===== config.mk =====
export PLATFORM = sky130hd
export DESIGN_NAME = sprite_and_video_dma_controller
export DESIGN_NICKNAME = d
export VERILOG_FILES = /design/src/hw/rtl/sadc_pkg.sv /design/src/hw/rtl/sadc_front.sv /design/src/hw/rtl/sadc_fifo.sv /design/src/hw/rtl/sadc_back.sv /design/src/hw/rtl/sprite_and_video_dma_controller.sv
export SDC_FILE = /design/constraint.sdc
export NUM_CORES = 1
export LEC_CHECK = 0
export ABC_AREA = 1
export BUFFER_PORTS_ARGS = -buffer_cell sky130_fd_sc_hd__buf_2
export CAP_MARGIN = 20
export CORE_MARGIN = 3
export CORE_UTILIZATION = 43
export CTS_CLUSTER_SIZE = 40
export DETAILED_ROUTE_END_ITERATION = 8
export PLACE_DENSITY = 0.76
export SKIP_CTS_REPAIR_TIMING = 1
export SLEW_MARGIN = 20
export SYNTH_ARGS = -nofsm -noshare
export SYNTH_HDL_FRONTEND = slang
export SYNTH_SLANG_ARGS = --single-unit

===== constraint.sdc =====
create_clock -name clk -period 4.35 [get_ports clk]
set_input_delay 0.2175 -clock clk [delete_from_list [all_inputs] [get_ports clk]]
set_output_delay 0.2175 -clock clk [all_outputs]
set_load 0.01 [all_outputs]

===== src/hw/rtl/sadc_pkg.sv =====
// Shared types and constants of the sprite and video DMA controller.
package sadc_pkg;

    localparam logic [10:0] SPRITE_DMA_DELAY  = 11'd640;

    localparam logic [15:0] ADDR_SPRITE_DMA   = 16'hFF46;
    localparam logic [15:0] ADDR_HDMA1        = 16'hFF51;
    localparam logic [15:0] ADDR_HDMA2        = 16'hFF52;
    localparam logic [15:0] ADDR_HDMA3        = 16'hFF53;
    localparam logic [15:0] ADDR_HDMA4        = 16'hFF54;
    localparam logic [15:0] ADDR_HDMA5        = 16'hFF55;
    localparam logic [15:0] OAM_BASE          = 16'hFE00;
    localparam logic [15:0] OAM_TOP           = 16'hFE9F;
    localparam logic [11:0] SPRITE_COPY_BYTES = 12'd160;
    localparam logic [2:0]  VRAM_TOP_BITS     = 3'b100;
    localparam logic [4:0]  HDMA5_LOW_BITS    = 5'h1F;
    localparam logic [7:0]  OAM_BLOCKED_DATA  = 8'hFF;

    localparam int FIFO_DEPTH = 4;
    localparam int FIFO_AW    = 2;
    localparam int FIFO_CW    = 3;

    typedef enum logic [1:0] {
        OP_WRITE = 2'd0,
        OP_READ  = 2'd1,
        OP_TICK  = 2'd2,
        OP_NONE  = 2'd3
    } op_t;

    typedef enum logic [1:0] {
        KIND_READ   = 2'd0,
        KIND_SPRITE = 2'd1,
        KIND_VIDEO  = 2'd2
    } kind_t;

    typedef enum logic [3:0] {
        CMD_SPRITE_START,
        CMD_HDMA1,
        CMD_HDMA2,
        CMD_HDMA3,
        CMD_HDMA4,
        CMD_HDMA5,
        CMD_READ_STATUS,
        CMD_READ_OAM,
        CMD_READ_OTHER,
        CMD_TICK
    } cmd_code_t;

    typedef struct packed {
        cmd_code_t   code;
        logic [7:0]  data;
        logic [5:0]  ticks;
    } cmd_t;

    typedef struct packed {
        kind_t       kind;
        logic        claimed;
        logic [7:0]  rdata;
        logic [15:0] src;
        logic [15:0] dst;
        logic [11:0] count;
        logic        last;
    } result_t;

endpackage


===== src/hw/rtl/sadc_front.sv =====
// Front end: decodes each accepted word into a command for the queue, or drops it.
module sadc_front
    import sadc_pkg::*;
(
    input  logic        in_valid,
    output logic        in_ready,
    input  logic [1:0]  operation,
    input  logic [15:0] bus_address,
    input  logic [7:0]  write_data,
    input  logic [5:0]  tick_cycles,
    input  logic        queue_full,
    output logic        push,
    output cmd_t        cmd
);

    logic useful;
    op_t  op;

    always_comb
    begin
        op          = op_t'(operation);
        useful      = 1'b1;
        cmd.code    = CMD_TICK;
        cmd.data    = write_data;
        cmd.ticks   = tick_cycles;
        unique case (op)
            OP_WRITE:
            begin
                priority if (bus_address == ADDR_SPRITE_DMA) cmd.code = CMD_SPRITE_START;
                else if (bus_address == ADDR_HDMA1)          cmd.code = CMD_HDMA1;
                else if (bus_address == ADDR_HDMA2)          cmd.code = CMD_HDMA2;
                else if (bus_address == ADDR_HDMA3)          cmd.code = CMD_HDMA3;
                else if (bus_address == ADDR_HDMA4)          cmd.code = CMD_HDMA4;
                else if (bus_address == ADDR_HDMA5)          cmd.code = CMD_HDMA5;
                else                                         useful   = 1'b0;
            end
            OP_READ:
            begin
                priority if (bus_address == ADDR_HDMA5)
                    cmd.code = CMD_READ_STATUS;
                else if (bus_address >= OAM_BASE && bus_address <= OAM_TOP)
                    cmd.code = CMD_READ_OAM;
                else
                    cmd.code = CMD_READ_OTHER;
            end
            OP_TICK:  cmd.code = CMD_TICK;
            OP_NONE:  useful   = 1'b0;
            default:  useful   = 1'b0;
        endcase
    end

    // writes to unknown addresses and the spare opcode are taken and dropped
    assign in_ready = !queue_full;
    assign push     = in_valid && !queue_full && useful;

endmodule


===== src/hw/rtl/sadc_fifo.sv =====
// Short command queue between front and back end, flip-flop storage.
module sadc_fifo
    import sadc_pkg::*;
(
    input  logic clk,
    input  logic rst_n,
    input  logic push,
    input  cmd_t push_data,
    output logic full,
    input  logic pop,
    output logic not_empty,
    output cmd_t head
);

    cmd_t               mem_reg [FIFO_DEPTH];
    logic [FIFO_AW-1:0] wr_ptr_reg, wr_ptr_next;
    logic [FIFO_AW-1:0] rd_ptr_reg, rd_ptr_next;
    logic [FIFO_CW-1:0] count_reg, count_next;

    assign full      = (count_reg == FIFO_CW'(FIFO_DEPTH));
    assign not_empty = (count_reg != '0);
    assign head      = mem_reg[rd_ptr_reg];

    always_comb
    begin
        wr_ptr_next = push ? wr_ptr_reg + FIFO_AW'(1) : wr_ptr_reg;
        rd_ptr_next = pop  ? rd_ptr_reg + FIFO_AW'(1) : rd_ptr_reg;
        count_next  = count_reg + FIFO_CW'(push) - FIFO_CW'(pop);
    end

    always_ff @(posedge clk or negedge rst_n)
    begin
        if (!rst_n)
        begin
            wr_ptr_reg <= '0;
            rd_ptr_reg <= '0;
            count_reg  <= '0;
        end
        else
        begin
            wr_ptr_reg <= wr_ptr_next;
            rd_ptr_reg <= rd_ptr_next;
            count_reg  <= count_next;
        end
    end

    always_ff @(posedge clk)
    begin
        if (push)
        begin
            mem_reg[wr_ptr_reg] <= push_data;
        end
    end

endmodule


===== src/hw/rtl/sadc_back.sv =====
// Back end: DMA state, command execution and the output/pending registers.
module sadc_back
    import sadc_pkg::*;
(
    input  logic    clk,
    input  logic    rst_n,
    input  logic    cmd_valid,
    input  cmd_t    cmd,
    output logic    pop,
    output logic    out_valid,
    input  logic    out_ready,
    output result_t out_word
);

    logic        sprite_busy_reg, sprite_busy_next;
    logic [10:0] elapsed_reg, elapsed_next;
    logic [7:0]  sprite_src_reg, sprite_src_next;
    logic        video_busy_reg, video_busy_next;
    logic [7:0]  vsrc_hi_reg, vsrc_hi_next;
    logic [3:0]  vsrc_lo_reg, vsrc_lo_next;
    logic [4:0]  vdst_hi_reg, vdst_hi_next;
    logic [3:0]  vdst_lo_reg, vdst_lo_next;
    logic [6:0]  vlen_reg, vlen_next;
    logic        out_valid_reg, out_valid_next;
    result_t     out_reg, out_next;
    logic        pend_valid_reg, pend_valid_next;
    result_t     pend_reg, pend_next;

    logic        can_load;
    logic [10:0] sum;
    logic        sprite_fire;
    logic [7:0]  len_plus;
    result_t     sprite_res, video_res, read_res;

    always_comb
    begin
        sum         = elapsed_reg + {5'b0, cmd.ticks};
        sprite_fire = sprite_busy_reg && (sum >= SPRITE_DMA_DELAY);
        len_plus    = {1'b0, vlen_reg} + 8'd1;

        sprite_res       = '0;
        sprite_res.kind  = KIND_SPRITE;
        sprite_res.src   = {sprite_src_reg, 8'h00};
        sprite_res.dst   = OAM_BASE;
        sprite_res.count = SPRITE_COPY_BYTES;
        sprite_res.last  = !video_busy_reg;

        video_res       = '0;
        video_res.kind  = KIND_VIDEO;
        video_res.src   = {vsrc_hi_reg, vsrc_lo_reg, 4'h0};
        video_res.dst   = {VRAM_TOP_BITS, vdst_hi_reg, vdst_lo_reg, 4'h0};
        video_res.count = {len_plus, 4'h0};
        video_res.last  = 1'b1;

        read_res      = '0;
        read_res.kind = KIND_READ;
        read_res.last = 1'b1;
        unique case (cmd.code)
            CMD_READ_STATUS:
            begin
                read_res.claimed = 1'b1;
                read_res.rdata   = {!video_busy_reg, 2'b00, HDMA5_LOW_BITS};
            end
            CMD_READ_OAM:
            begin
                if (sprite_busy_reg && elapsed_reg != '0)
                begin
                    read_res.claimed = 1'b1;
                    read_res.rdata   = OAM_BLOCKED_DATA;
                end
            end
            default:
            begin
            end
        endcase
    end

    always_comb
    begin
        sprite_busy_next = sprite_busy_reg;
        elapsed_next     = elapsed_reg;
        sprite_src_next  = sprite_src_reg;
        video_busy_next  = video_busy_reg;
        vsrc_hi_next     = vsrc_hi_reg;
        vsrc_lo_next     = vsrc_lo_reg;
        vdst_hi_next     = vdst_hi_reg;
        vdst_lo_next     = vdst_lo_reg;
        vlen_next        = vlen_reg;
        out_next         = out_reg;
        pend_next        = pend_reg;
        pend_valid_next  = pend_valid_reg;
        pop              = 1'b0;

        can_load       = !out_valid_reg || out_ready;
        out_valid_next = out_valid_reg && !out_ready;

        if (pend_valid_reg)
        begin
            if (can_load)
            begin
                out_next        = pend_reg;
                out_valid_next  = 1'b1;
                pend_valid_next = 1'b0;
            end
        end
        else if (cmd_valid && can_load)
        begin
            pop = 1'b1;
            unique case (cmd.code)
                CMD_SPRITE_START:
                begin
                    sprite_busy_next = 1'b1;
                    elapsed_next     = '0;
                    sprite_src_next  = cmd.data;
                end
                CMD_HDMA1: vsrc_hi_next = cmd.data;
                CMD_HDMA2: vsrc_lo_next = cmd.data[7:4];
                CMD_HDMA3: vdst_hi_next = cmd.data[4:0];
                CMD_HDMA4: vdst_lo_next = cmd.data[7:4];
                CMD_HDMA5:
                begin
                    vlen_next       = cmd.data[6:0];
                    video_busy_next = 1'b1;
                end
                CMD_READ_STATUS, CMD_READ_OAM, CMD_READ_OTHER:
                begin
                    out_next       = read_res;
                    out_valid_next = 1'b1;
                end
                CMD_TICK:
                begin
                    if (sprite_busy_reg)
                    begin
                        elapsed_next = sum;
                    end
                    if (sprite_fire)
                    begin
                        sprite_busy_next = 1'b0;
                        out_next         = sprite_res;
                        out_valid_next   = 1'b1;
                        if (video_busy_reg)
                        begin
                            pend_next       = video_res;
                            pend_valid_next = 1'b1;
                        end
                    end
                    else if (video_busy_reg)
                    begin
                        out_next       = video_res;
                        out_valid_next = 1'b1;
                    end
                    video_busy_next = 1'b0;
                end
                default:
                begin
                end
            endcase
        end
    end

    always_ff @(posedge clk or negedge rst_n)
    begin
        if (!rst_n)
        begin
            sprite_busy_reg <= 1'b0;
            elapsed_reg     <= '0;
            sprite_src_reg  <= '0;
            video_busy_reg  <= 1'b0;
            vsrc_hi_reg     <= '0;
            vsrc_lo_reg     <= '0;
            vdst_hi_reg     <= '0;
            vdst_lo_reg     <= '0;
            vlen_reg        <= '0;
            out_valid_reg   <= 1'b0;
            pend_valid_reg  <= 1'b0;
        end
        else
        begin
            sprite_busy_reg <= sprite_busy_next;
            elapsed_reg     <= elapsed_next;
            sprite_src_reg  <= sprite_src_next;
            video_busy_reg  <= video_busy_next;
            vsrc_hi_reg     <= vsrc_hi_next;
            vsrc_lo_reg     <= vsrc_lo_next;
            vdst_hi_reg     <= vdst_hi_next;
            vdst_lo_reg     <= vdst_lo_next;
            vlen_reg        <= vlen_next;
            out_valid_reg   <= out_valid_next;
            pend_valid_reg  <= pend_valid_next;
        end
    end

    always_ff @(posedge clk)
    begin
        out_reg  <= out_next;
        pend_reg <= pend_next;
    end

    assign out_valid = out_valid_reg;
    assign out_word  = out_reg;

endmodule


===== src/hw/rtl/sprite_and_video_dma_controller.sv =====
// Top level of the sprite (OAM) and video (HDMA) DMA controller.
//
//  channel   dir  tdata (low bit up)                         tuser         tlast
//  s_axis    in   bus_address, write_data, tick_cycles       operation     -
//  m_axis    out  read_claimed, read_data, source_address,   result_kind   last
//                 dest_address, byte_count
//
// One word is taken per cycle while the queue is not full. A word is decoded into the
// queue at the taking edge; the back end executes it from the queue head, and its result
// is registered in the output register once older commands are done and the output is free.
// A tick that fires both descriptors holds the back end while the video one is pending;
// the four-entry command queue absorbs that and any output stall, and input
// stalls only when the queue is full. Reset clears all DMA state and the queue.
module sprite_and_video_dma_controller
    import sadc_pkg::*;
(
    input  logic        clk,
    input  logic        rst_n,

    input  logic        s_axis_tvalid,
    output logic        s_axis_tready,
    input  logic [31:0] s_axis_tdata,   // [15:0] bus_address, [23:16] write_data,
                                        // [29:24] tick_cycles, [31:30] zero
    input  logic [1:0]  s_axis_tuser,   // [1:0] operation

    output logic        m_axis_tvalid,
    input  logic        m_axis_tready,
    output logic [55:0] m_axis_tdata,   // [0] read_claimed, [8:1] read_data,
                                        // [24:9] source_address, [40:25] dest_address,
                                        // [52:41] byte_count, [55:53] zero
    output logic [1:0]  m_axis_tuser,   // [1:0] result_kind
    output logic        m_axis_tlast    // last
);

    logic    push, queue_full, pop, cmd_valid;
    cmd_t    front_cmd, head_cmd;
    result_t out_word;

    // decode
    sadc_front u_front (
        .in_valid    (s_axis_tvalid),
        .in_ready    (s_axis_tready),
        .operation   (s_axis_tuser),
        .bus_address (s_axis_tdata[15:0]),
        .write_data  (s_axis_tdata[23:16]),
        .tick_cycles (s_axis_tdata[29:24]),
        .queue_full  (queue_full),
        .push        (push),
        .cmd         (front_cmd)
    );

    // decoupling queue
    sadc_fifo u_fifo (
        .clk       (clk),
        .rst_n     (rst_n),
        .push      (push),
        .push_data (front_cmd),
        .full      (queue_full),
        .pop       (pop),
        .not_empty (cmd_valid),
        .head      (head_cmd)
    );

    // execution and output staging
    sadc_back u_back (
        .clk       (clk),
        .rst_n     (rst_n),
        .cmd_valid (cmd_valid),
        .cmd       (head_cmd),
        .pop       (pop),
        .out_valid (m_axis_tvalid),
        .out_ready (m_axis_tready),
        .out_word  (out_word)
    );

    assign m_axis_tdata = {3'b000, out_word.count, out_word.dst, out_word.src,
                           out_word.rdata, out_word.claimed};
    assign m_axis_tuser = out_word.kind;
    assign m_axis_tlast = out_word.last;

endmodule


---- Word level (Yosys, flattened, before mapping) ----
Memory sizes are Yosys's and may differ from the RTL's.
Cells that the tools add are included.
word-level totals
  bits in registers ....................... 143
  bits in writable memories ............... 72
  logic and storage cells ................. 134
  memories kept ........................... 1
memories
  name            depth  width  rd ports  clocked after Yosys merged registers in  write ports  line             source
  u_fifo.mem_reg  4      18     1         0                                        1            sadc_fifo.sv:15  cmd_t mem_reg [FIFO_DEPTH];
operators by class
  add/sub/neg operators ................... 6
  $lt $le $gt $ge ......................... 3
  equal/unequal tests ..................... 22
  muxes and demuxes ....................... 45
  bitwise operators ....................... 1
  reductions and logical operators ........ 32
operators by type and width
  operator                                                                  number
  56-bit two-way mux                                                        5
  56-bit case mux with 2 select lines                                       1
  16-bit == test (second input constant)                                    6
  4-bit two-way mux                                                         8
  1-bit two-way mux                                                         22
  11-bit case mux with 2 select lines                                       1
  3-bit AND reduction                                                       7
  9-bit case mux with 2 select lines                                        1
  4-bit by 3-bit == test with 1-bit output (second input constant)          4
  16-bit >= comparator (second input constant)                              1
  16-bit <= comparator (second input constant)                              1
  4-bit AND reduction                                                       3
  11-bit by 6-bit adder with 11-bit output                                  1
  11-bit by 10-bit >= comparator with 1-bit output (second input constant)  1
  11-bit two-way mux                                                        1
  11-bit nonzero test                                                       1
  9-bit two-way mux                                                         1
  7-bit by 1-bit adder with 8-bit output (second input constant)            1
  4-bit by 2-bit == test with 1-bit output (second input constant)          2
  4-bit == test (second input constant)                                     2
  1-bit case mux with 2 select lines                                        4
  4-bit case mux with 2 select lines                                        1
  1-bit logical AND                                                         7
  2-bit nonzero test                                                        3
  18 further kinds                                                          24

---- Logic depth before layout (Yosys ltp) ----
Gate-level depths: netlist (run 1).
  depth in word-level cells ............... 11
  gate-level depth with buffers ........... 25
  depth with buffers taken out ............ 21

---- Modules after synthesis ----
Synthesis (run 1) repeated with hierarchy kept, for this count alone.
second synthesis, totals
  cells, all modules ...................... 922
  area total of the unflattened synthesis .. 9305.2 µm²
by module, submodules not included
  module                           times used  cells an instance  area an instance (µm²)  seq. area each (µm²)
  sadc_back                        1           514                5396.4                  3228.1
  sadc_fifo                        1           327                3445.8                  2337.2
  sadc_front                       1           77                 436.7                   0.0
  sprite_and_video_dma_controller  1           4                  26.3                    0.0

---- Worst setup path after synthesis (run 1) ----
No wires, ideal clock.
  path kind ............................... reg2reg
  start ................................... reg u_fifo.rd_ptr_reg[0]
  end ..................................... reg u_back.pend_reg[10] in the netlist's numbering (enable)
  library setup time ...................... 0.415 ns
  arrival ................................. 4.336 ns
  setup slack ............................. -0.401 ns
  cell stages (with the launch flop) ...... 23
  buffers on the path ..................... 3
  period minus slack after synthesis ...... 4.751 ns
  cell sequence ........................... dfrtp_1 > inv_2 > clkbuf_1 > clkbuf_1 > clkbuf_1 > o21ai_0 > o22ai_1 > ha_1 > inv_1 > fa_1 > inv_1 > nand3_1 > nand2_1 > nand2_1 > nand3_1 > nand2_1 > nand2_1 > nand2_1 > nand2_1 > nand2_2 > nor2_4 > nand2_1 > nor2_1
on the way
  cells in the longest elaborated chain, start to end .. 5
ends and longest elaborated chain
  what                                              line              source
  start, declared                                   sadc_fifo.sv:17   logic [FIFO_AW-1:0] rd_ptr_reg, rd_ptr_next;
  start signal, assigned                            sadc_fifo.sv:42   rd_ptr_reg <= rd_ptr_next;
  memory 4 x 18 bit (*)                             n/a
  11-bit by 6-bit adder with 11-bit output          sadc_back.sv:37   sum = elapsed_reg + {5'b0, cmd.ticks};
  11-bit by 10-bit >= comparator with 1-bit output  sadc_back.sv:38   sprite_fire = sprite_busy_reg && (sum >= SPRITE_DMA_DELAY);
  1-bit logical AND                                 sadc_back.sv:38
  5-bit AND reduction (no line) (*)                 n/a
  end signal, assigned                              sadc_back.sv:196  pend_reg <= pend_next;
  end, declared                                     sadc_back.sv:27   result_t pend_reg, pend_next;
Every way passes the cells marked *; elsewhere a longest branch is shown, timed or not.
A chain may end at the register's enable or synchronous reset.

---- Worst setup path in the final report (run 1) ----
  start ................................... reg u_fifo.rd_ptr_reg[1]
  end ..................................... reg u_back.pend_reg[11] in the netlist's numbering (enable)
The elaborated chain is that of the path after synthesis.

==> results of run 1 <==
==> final cells by class <==
| cell class | instances | area share (%) |
|---|---|---|
| inverter | 70 | 2.69 |
| sequential | 195 | 56.7 |
| multi-input combinational | 495 | 25.5 |
| clock buffer | 18 | 4.37 |
| timing repair buffer | 105 | 6.32 |
| tap | 260 | 3.32 |
| clock inverter | 13 | 1.07 |
==> layer usage <==
metal | part of all wire [%] | global-route usage [%]
met1 | 45 | 20.9
met2 | 48 | 25.9
met3 | 5.4 | 3.33
met4 | 2.2 | 6.57
met5 | 0 | 0
==> report_power, final <==
| group | switching, mW | internal (mW) | total (mW) | leakage [nW] |
|---|---|---|---|---|
| registers | 0.269 | 2.60 | 2.87 | 2.00 |
| logic | 1.50 | 0.729 | 2.23 | 1.93 |
| clock network | 0.687 | 0.738 | 1.42 | 0.250 |
==> per-stage QoR <==
step	setup slack, ns	std cells	util, %	hold slack [ns]
finish	0.573	1156	51.3	0.00333
global route	0.258	1156	51.3	0.00212
CTS	0.579	1147	50.8	-0.0503
detailed placement	0.598	1116	48.0	0.418
global placement	0.673	1116	48.0	0.423
floorplan	0.0709	805	-	-0.0781
==> final timing paths <==
| check | cells after the start | start | slack (ns) | end |
|---|---|---|---|---|
| hold / removal | 1 | s_axis_tdata[22] | 0.003 | u_fifo.mem_reg[0][12] |
| hold reg to reg | 0 | u_back.vsrc_lo_reg[3] | 0.48 | u_back.pend_reg[36] |
| min in group asynchronous | 3 | rst_n | 0.48 | u_back.elapsed_reg[2] |
| setup / recovery | 20 | u_fifo.rd_ptr_reg[1] | 0.57 | u_back.pend_reg[11] |
| max in group asynchronous | 3 | rst_n | 3.34 | u_back.vlen_reg[6] |
| setup reg to reg | 20 | u_fifo.rd_ptr_reg[1] | 0.57 | u_back.pend_reg[11] |
==> cells in the mapped netlist (all sizes together) (9+ instances only) <==
master and instances:
buf 31, xor2 9, nand2 194, nand3 56, nor2 62, nand4 10
dfrtp 58, o21ai 80, inv 69, ha 13, clkbuf 14, edfxtp 137
o22ai 16
==> cell families (layout without fill, tap and decap cells) <==
| group | after synthesis | after routing | share of synthesized area (%) |
|---|---|---|---|
| AOI/OAI and AO/OA | 119 | 119 | 7.90 |
| xor gates and xnor gates | 13 | 13 | 1.33 |
| adders and majority gates | 15 | 15 | 2.37 |
| buffers and inverters | 115 | 206 | 6.32 |
| DFF | 195 | 195 | 65.1 |
| other | 1 | 15 | 0.0438 |
| and+or+nand+nor | 333 | 333 | 17.0 |
==> placed cells by master, fill, tap and decap left out, types with 3 or more instances in the layout <==
master         synthesis  final
nand2_1              187    187
edfxtp_1             137    137
buf_2                  2     81
o21ai_0               74     74
dfrtp_1               58     58
inv_1                 57     57
nor2_1                57     56
nand3_1               55     55
clkbuf_16              0     17
o22ai_1               16     16
conb_1                 1     15
buf_4                 24     14
ha_1                  13     13
inv_2                 12     12
nand4_1               10     10
xor2_1                 9      9
dlygate4sd3_1          0      9
a21oi_1                7      7
a22oi_1                7      7
o21ai_1                5      5
nor3_1                 4      4
nand2_2                4      4
xnor2_1                4      4
clkinvlp_4             0      4
clkinv_2               1      3
nor2_4                 3      3
nand2_4                3      3
inv_8                  0      3
==> critical path, delay by kind of cell (launching register included) <==
| kind | cells | cell delay [ns] |
|---|---|---|
| AOI/OAI and AO/OA | 2 | 0.24 |
| adders and majority gates | 2 | 0.58 |
| buffers and inverters | 4 | 0.61 |
| DFF | 1 | 0.65 |
| and+or+nand+nor | 12 | 1.37 |
==> impl_metrics.csv, run 1 <==
group,metric,value,unit
clock_network,clock-root-buffer,"clkbuf_16",
drt,drt_first_pass_iters,6,
yosys,synthTopCellsByArea,"edfxtp_1 (48%), dfrtp_1 (17%), nand2_1 (8.2%)",
yosys,yosysTopAreaCellShare,48.1,%
die,dieArea,21600,µm²
final_layout,nNetsFinal,937,
worst_setup_path,critPathMostFrequentCell,"nand2_1",
yosys,yosysUniqueCellTypes,44,
clock_network,cts_tree,"done",
yosys,syn_avg_cell_area,10.8,µm²
global_routing,antenna_found_initial,0,
sta,skew,0.0108,ns
drt,first_iter_violations,569,
drt,via_per_inst,4.92,
final_layout,fillCellCount,1656,
die,io_pins,99,
final_layout,syn_to_final_growth,14.7,%
yosys,synth_edf_count,137,
final_layout,stdcell_area,9810,µm²
sta,max-slew-margin-rel,48.8,%
place,globalplace.congestion,0.929,
sta,drv_slew,0,
sta,setup_viol,0,
sta,fin_crit,3.78,ns
drt,ant_nets,0,
worst_setup_path,crit_slowest_cell,"dfrtp_1",
worst_setup_path,path_cells,"buf_4 -> o21ai_0 -> o22ai_1 -> ha_1 -> inv_1 -> fa_1 -> inv_1 -> nand3_1 -> nand2_1 -> nand2_1 -> nand3_1 -> nand2_1 -> nand2_1 -> nand2_1 -> nand2_1 -> nand2_2 -> nor2_4 -> nand2_1 -> nor2_2 -> buf_12",
die,start_util,44.7,%
final_layout,drive_above_1_share,17.3,%
job,drv_cap,0,
yosys,yosysTopAreaCell,"edfxtp_1",
yosys,syn_inst,791,
clock_network,clk_path_buf_depth,2,
place,dpl.hpwl,11200,µm
global_routing,grt_remaining_overflow,0,
global_routing,grt_pass1_wl,27200,µm
sta,period_share,86.8,%
place,portBuffers,81,
drt,wirelength,16800,µm
pwr,p_leak,4.19,nW
worst_setup_path,criticalPathCategory,"flip-flop to flip-flop",
final_layout,largest_reg_flops,72,
global_routing,grt_pass1_vias,5443,
final_layout,diodes,0,
clock_network,clock_sinks,195,
drt,num_vias,5682,
yosys,ys_seq_area_share,65.1,%
clock_network,insertion_delay,0.43,ns
place,postPlaceCellArea,9190,µm²
sta,rsz0062_at_grt,"no",
sta,hold_viol,0,
yosys,netlist_area,8550,µm²
clock_network,path_clk_slew,0.07,ns
die,fp.dieW,147,µm
worst_setup_path,slowest_delay,0.65,ns
sta,worstMarginPinSlew,0.768,ns
min_path,min_path_type,"input pin to flip-flop",
sta,setup_tns,0,ns
die,fp-row-count,50,
die,die_h,147,µm
worst_setup_path,critPathLaunchType,"flip-flop",
sta,fmax,0.265,GHz
final_layout,multi_input_area,2500,µm²
global_routing,grt_max_degree,59,
drt,drc,0,
clock_network,cts_buffers,17,
drt,wl_per_cell,14.5,µm
global_routing,grt.total_usage,15.9,%
yosys,synth_flop_cell,"edfxtp_1",
die,fp.coreArea,19100,µm²
pwr,peakVddDrop,0.356,mV
worst_setup_path,critPathRequiredTime,4.48,ns
yosys,synth-seq-cells,195,
worst_setup_path,cp-end-kind,"flip-flop",
yosys,async_flop_share,29.7,%
pwr,power.density,664,nW/µm²
worst_setup_path,worst-endpoint-arrival,3.91,ns
pwr,p_total,6.52,mW
outcome,status,"finished, final reports clean",
worst_setup_path,crit_path_max_fanout,29,
clock_network,h-tree-depth,4,
final_layout,seqCellArea,5570,µm²
yosys,ys_warn_count,0,
(Power assumes the default switching activity.)
==> inputs of run 2 (changes only) <==
Settings changed: TNS_END_PERCENT set to 10.
Clock period 4.35 ns to 3.1 ns, I/O delays scaled along.
==> impl_metrics.csv, run 2 (synthesized netlist as in run 1, its figures left out) <==
group,metric,value,unit
outcome,status,"finished, final reports clean",
sta,setup_tns,0,ns
clock_network,cts_tree,"done",
sta,hold_ws,0.105,ns
pwr,pwr-share-comb,37.5,%
sta,drv_slew,0,
global_routing,grt_pass1_wl,27300,µm
drt,ant_nets,0,
worst_setup_path,slowest_delay,0.45,ns
drt,wirelength,18200,µm
worst_setup_path,reg2reg_slack,0.02,ns
die,start_util,44.7,%
pwr,power.density,947,nW/µm²
die,fp.dieW,147,µm
pwr,p_int,6.27,mW
die,die_h,147,µm
pwr,power_frac_clock,22.3,%
worst_setup_path,crit_slowest_cell,"dfrtp_2",
place,dp_cells,1136,
die,fp-row-count,50,
die,dieArea,21600,µm²
final_layout,syn_to_final_growth,23.2,%
drt,drt_first_pass_iters,5,
drt,via_per_inst,5.11,
final_layout,nNetsFinal,981,
worst_setup_path,criticalPathCategory,"flip-flop to flip-flop",
final_layout,stdcell_area,10500,µm²
place,globalplace.congestion,0.861,
global_routing,grt.total_usage,15.8,%
worst_setup_path,critPathMostFrequentCell,"nand2_2",
place,dpl.hpwl,11700,µm
drt,num_vias,6137,
final_layout,final_util,55.0,%
worst_setup_path,critPathRequiredTime,3.26,ns
pwr,power_frac_seq,40.2,%
die,io_pins,99,
sta,rsz0062_at_grt,"yes",
clock_network,h-tree-depth,4,
worst_setup_path,path_cells,"buf_6 -> buf_8 -> o21ai_1 -> o22ai_2 -> ha_4 -> nand2_1 -> nand2_1 -> a21oi_2 -> nand2_2 -> nand2_2 -> nand2_2 -> nand2_2 -> nand2_2 -> nand2_2 -> nand2_4 -> nor2_4 -> nand2_2 -> nor2_4 -> buf_12 -> clkbuf_16",
clock_network,insertion_delay,0.43,ns
pwr,peakVddDrop,0.580,mV
final_layout,drive_above_1_share,25.8,%
final_layout,largest_reg_flops,72,
drt,wl_per_cell,15.1,µm
global_routing,antenna_found_initial,0,
worst_setup_path,critPathLaunchType,"flip-flop",
final_layout,mostFrequentLayoutCell,"nand2_1",
sta,hold_viol,0,
clock_network,clock_sinks,195,
min_path,min_path_type,"input pin to flip-flop",
clock_network,clk_path_buf_depth,2,
pwr,swShare,37.1,%
sta,max-slew-margin-rel,51.9,%
clock_network,path_clk_slew,0.07,ns
worst_setup_path,crit_path_max_fanout,7,
drt,first_iter_violations,523,
die,fp.coreArea,19100,µm²
global_routing,grt_pass1_vias,5446,
sta,skew,0.0125,ns
drt,drc,0,
final_layout,final_cell_count_no_fill,1201,
place,portBuffers,81,
pwr,p_leak,4.49,nW
final_layout,final_cell_mix,"nand2_1 (171), edfxtp_1 (137), buf_2 (81)",
clock_network,cts_buffers,17,
job,drv_cap,0,
sta,period_share,99.5,%
sta,worstMarginPinSlew,0.721,ns
global_routing,grt_remaining_overflow,0,
global_routing,grt_max_degree,31,
sta,fin_crit,3.08,ns
final_layout,diodes,0,
pwr,switching_power,3.70,mW
place,postPlaceCellArea,9400,µm²
sta,setup_viol,0,
worst_setup_path,worst-endpoint-arrival,3.24,ns
sta,fmax,0.324,GHz
worst_setup_path,cp-end-kind,"flip-flop",
clock_network,clock-root-buffer,"clkbuf_16",
==> run 2: cell types whose count changed in the layout (fill, tap and decap cells not counted), sizes merged <==
cell and delta:
buf +35, dlygate4sd3 +6, clkbuf +5, clkinvlp -3, inv +3, clkinv -2, bufinv +1
==> run 2: power by group through the flow <==
stage	clock network, mW	logic, mW	registers [mW]
6_report	2.22	3.74	4.01
3_3_place_gp	0	3.26	4.02
2_1_floorplan	0	2.18	4.11
5_1_grt	2.37	4.11	4.08
4_1_cts	2.25	3.38	3.99
3_5_place_dp	0	3.35	4.04
==> run 2: per-layer routing <==
layer | global-route usage [%] | share of wire (%) | vias to the layer above
met3 | 3.39 | 6.4 | 27
met4 | 5.78 | 2.3 | 0
met2 | 26.0 | 50 | 211
met5 | 0 | 0 | -
li1 | - | - | 2946
met1 | 20.9 | 42 | 2953
==> run 2: cell type report <==
| class | count | area [µm²] |
|---|---|---|
| clock buffer | 20 | 478 |
| clock inverter | 12 | 130 |
| fill | 1553 | 8610 |
| inverter | 70 | 275 |
| multi-input combinational | 495 | 2680 |
| sequential | 195 | 5570 |
| tap | 260 | 325 |
| timing repair buffer | 149 | 1080 |
==> run 2: worst max-delay path, delay by kind of cell (launching register included) <==
kind	cells	cell delay, ns
and+or+nand+nor	12	1.02
buffers and inverters	4	0.56
adders and majority gates	1	0.28
AOI/OAI and AO/OA	3	0.50
DFF	1	0.45
==> run 2: path summary, 6_finish.rpt <==
path	start	to	depth (start not counted)
max	u_fifo.rd_ptr_reg[0]	u_back.pend_reg[35]	20
max reg2reg	u_fifo.rd_ptr_reg[0]	u_back.pend_reg[35]	20
min	m_axis_tready	u_back.pend_valid_reg	4
min reg2reg	u_back.vdst_hi_reg[1]	u_back.pend_reg[22]	0
max in group asynchronous	rst_n	u_fifo.count_reg[2]	3
min in group asynchronous	rst_n	u_back.elapsed_reg[3]	2
==> run 2: metrics by stage <==
| step | total power, mW | setup slack [ns] |
|---|---|---|
| CTS | 9.62 | -0.0250 |
| global placement | 7.27 | 0.121 |
| floorplan | 6.29 | -0.505 |
| detailed placement | 7.39 | 0.0381 |
| finish | 9.97 | 0.0163 |
| global route | 10.6 | -0.112 |
==> inputs of run 3 (changes only) <==
Settings changed: CORE_UTILIZATION 43 to 53, PLACE_DENSITY 0.76 to 0.85.
Clock period 3.1 ns to 4 ns, I/O delays scaled along.
==> impl_metrics.csv, run 3 (synthesized netlist as in run 1, its figures left out) <==
group,metric,value,unit
worst_setup_path,criticalPathCategory,"flip-flop to flip-flop",
drt,wl_per_cell,15.2,µm
clock_network,clk_path_buf_depth,2,
drt,drt_first_pass_iters,4,
worst_setup_path,critPathBufInv,4,
sta,drv_slew,0,
place,globalplace.congestion,0.874,
pwr,peakVddDrop,0.420,mV
final_layout,final_util,63.5,%
sta,setup_viol,0,
worst_setup_path,worstRegToRegCells,19,
worst_setup_path,critPathLaunchType,"flip-flop",
drt,ant_nets,0,
drt,met3WireLength,1030,µm
final_layout,final_cell_mix,"nand2_1 (187), edfxtp_1 (137), buf_2 (81)",
place,dpl.hpwl,11400,µm
sta,setup_tns,0,ns
drt,wl_met1,7090,µm
global_routing,grt_pass1_vias,5643,
global_routing,grt_max_degree,59,
final_layout,diodes,0,
die,fp-row-count,45,
job,drv_cap,0,
worst_setup_path,worst-endpoint-arrival,3.78,ns
drt,routed-wl-met2,8490,µm
clock_network,cts_tree,"done",
final_layout,syn_to_final_growth,15.0,%
sta,max-slew-margin-rel,48.7,%
die,die_h,133,µm
global_routing,grt_pass1_wl,27000,µm
worst_setup_path,r2r_start,"u_fifo.rd_ptr_reg[0]",
worst_setup_path,crit_slowest_cell,"dfrtp_1",
sta,hold_viol,0,
drt,wirelength,16900,µm
sta,worstMarginPinSlew,0.770,ns
worst_setup_path,slowest_delay,0.55,ns
sta,fin_ws,0.355,ns
worst_setup_path,path_depth,19,
clock_network,h-tree-depth,4,
min_path,min_path_type,"input pin to flip-flop",
place,dpl_worst_slack,0.479,ns
worst_setup_path,critPathMostFrequentCell,"nand2_1",
die,start_util,55.2,%
sta,fmax,0.274,GHz
drt,num_vias,5897,
worst_setup_path,critPathRequiredTime,4.13,ns
clock_network,cts_buffers,17,
outcome,status,"finished, final reports clean",
pwr,power.density,728,nW/µm²
drt,first_iter_violations,396,
worst_setup_path,path_delay_family,"simple AND/OR/NAND/NOR gates",
global_routing,antenna_found_initial,0,
min_path,holdCritStartpoint,"s_axis_tdata[22]",
sta,period_share,91.1,%
die,dieArea,17700,µm²
worst_setup_path,crit_start,"u_fifo.rd_ptr_reg[0]",
final_layout,nNetsFinal,944,
sta,fin_crit,3.65,ns
pwr,p_total,7.16,mW
drt,via_per_inst,5.29,
worst_setup_path,crit_path_max_fanout,29,
clock_network,path_clk_slew,0.07,ns
drt,drc,0,
drt,highest_layer,"met4",
final_layout,mostFrequentLayoutCell,"nand2_1",
clock_network,clock_sinks,195,
worst_setup_path,path_cells,"inv_2 -> nand2_1 -> a32oi_1 -> inv_1 -> fa_1 -> inv_1 -> nand3_1 -> nand2_1 -> nand2_1 -> nand3_1 -> nand2_1 -> nand2_1 -> nand2_1 -> nand2_1 -> nand2_2 -> nor2_4 -> nand2_1 -> nor2_4 -> buf_12",
die,fp.coreArea,15500,µm²
final_layout,largest_reg_flops,72,
place,portBuffers,81,
min_path,hold_depth,1,
die,io_pins,99,
worst_setup_path,cp-end-kind,"flip-flop",
final_layout,fillCellCount,1149,
clock_network,insertion_delay,0.44,ns
global_routing,grt_remaining_overflow,0,
die,fp.dieW,133,µm
sta,rsz0062_at_grt,"no",
clock_network,clock-root-buffer,"clkbuf_16",
sta,skew,0.0101,ns
final_layout,drive_above_1_share,17.4,%
pwr,p_leak,4.24,nW
global_routing,grt.total_usage,19.4,%
-- run 3: changes by cell type in the layout (fill, tap and decap cells not counted), moves of 5 or more --
cell	before	now
o21ai_1	10	5
nand2_1	171	187
nor2_1	48	56
nand2_2	19	4
buf_6	5	0
nand3_2	7	1
o21ai_0	65	74
nor2_2	9	1
nand3_1	49	55
inv_6	7	2
buf_4	40	16
-- run 3: stage by stage --
| stage | instances | instance area [µm²] | hold WS [ns] |
|---|---|---|---|
| after floorplan | 805 | 8610 | -0.0956 |
| after global placement | 1069 | 9150 | 0.393 |
| after detailed placement | 1069 | 9150 | 0.392 |
| after CTS | 1101 | 9700 | -0.0659 |
| after global routing | 1115 | 9840 | 0.00470 |
| final | 1115 | 9840 | 0.0264 |
-- run 3: worst paths after layout --
| check | endpoint | slack (ns) |
|---|---|---|
| hold reg to reg | u_back.pend_reg[35] | 0.48 |
| hold / removal | u_fifo.mem_reg[3][12] | 0.03 |
| setup / recovery | u_back.pend_reg[37] | 0.35 |
| max in group asynchronous | u_back.vlen_reg[6] | 3.03 |
| setup reg to reg | u_back.pend_reg[37] | 0.35 |
| min in group asynchronous | u_back.elapsed_reg[3] | 0.46 |
-- run 3: routing by layer --
| layer | GRT usage (%) | vias up |
|---|---|---|
| met4 | 7.45 | 0 |
| li1 | - | 2863 |
| met2 | 32.7 | 208 |
| met3 | 4.94 | 27 |
| met5 | 0 | - |
| met1 | 24.1 | 2799 |
-- run 3: layout make-up --
| class | count | area (µm²) | share of cell area [%] |
|---|---|---|---|
| clock buffers | 18 | 429 | 4.36 |
| clock inverters | 14 | 124 | 1.26 |
| inverters | 70 | 264 | 2.68 |
| multi-input cells | 495 | 2510 | 25.5 |
| flip-flops and latches | 195 | 5570 | 56.6 |
| well taps | 211 | 264 | 2.68 |
| repair buffers | 112 | 686 | 6.97 |
-- run 3: report_power, final --
group          switching, mW  leakage, nW  internal [mW]
logic                   1.65         1.96          0.806
clock network          0.768        0.271          0.815
registers              0.299         2.00           2.82
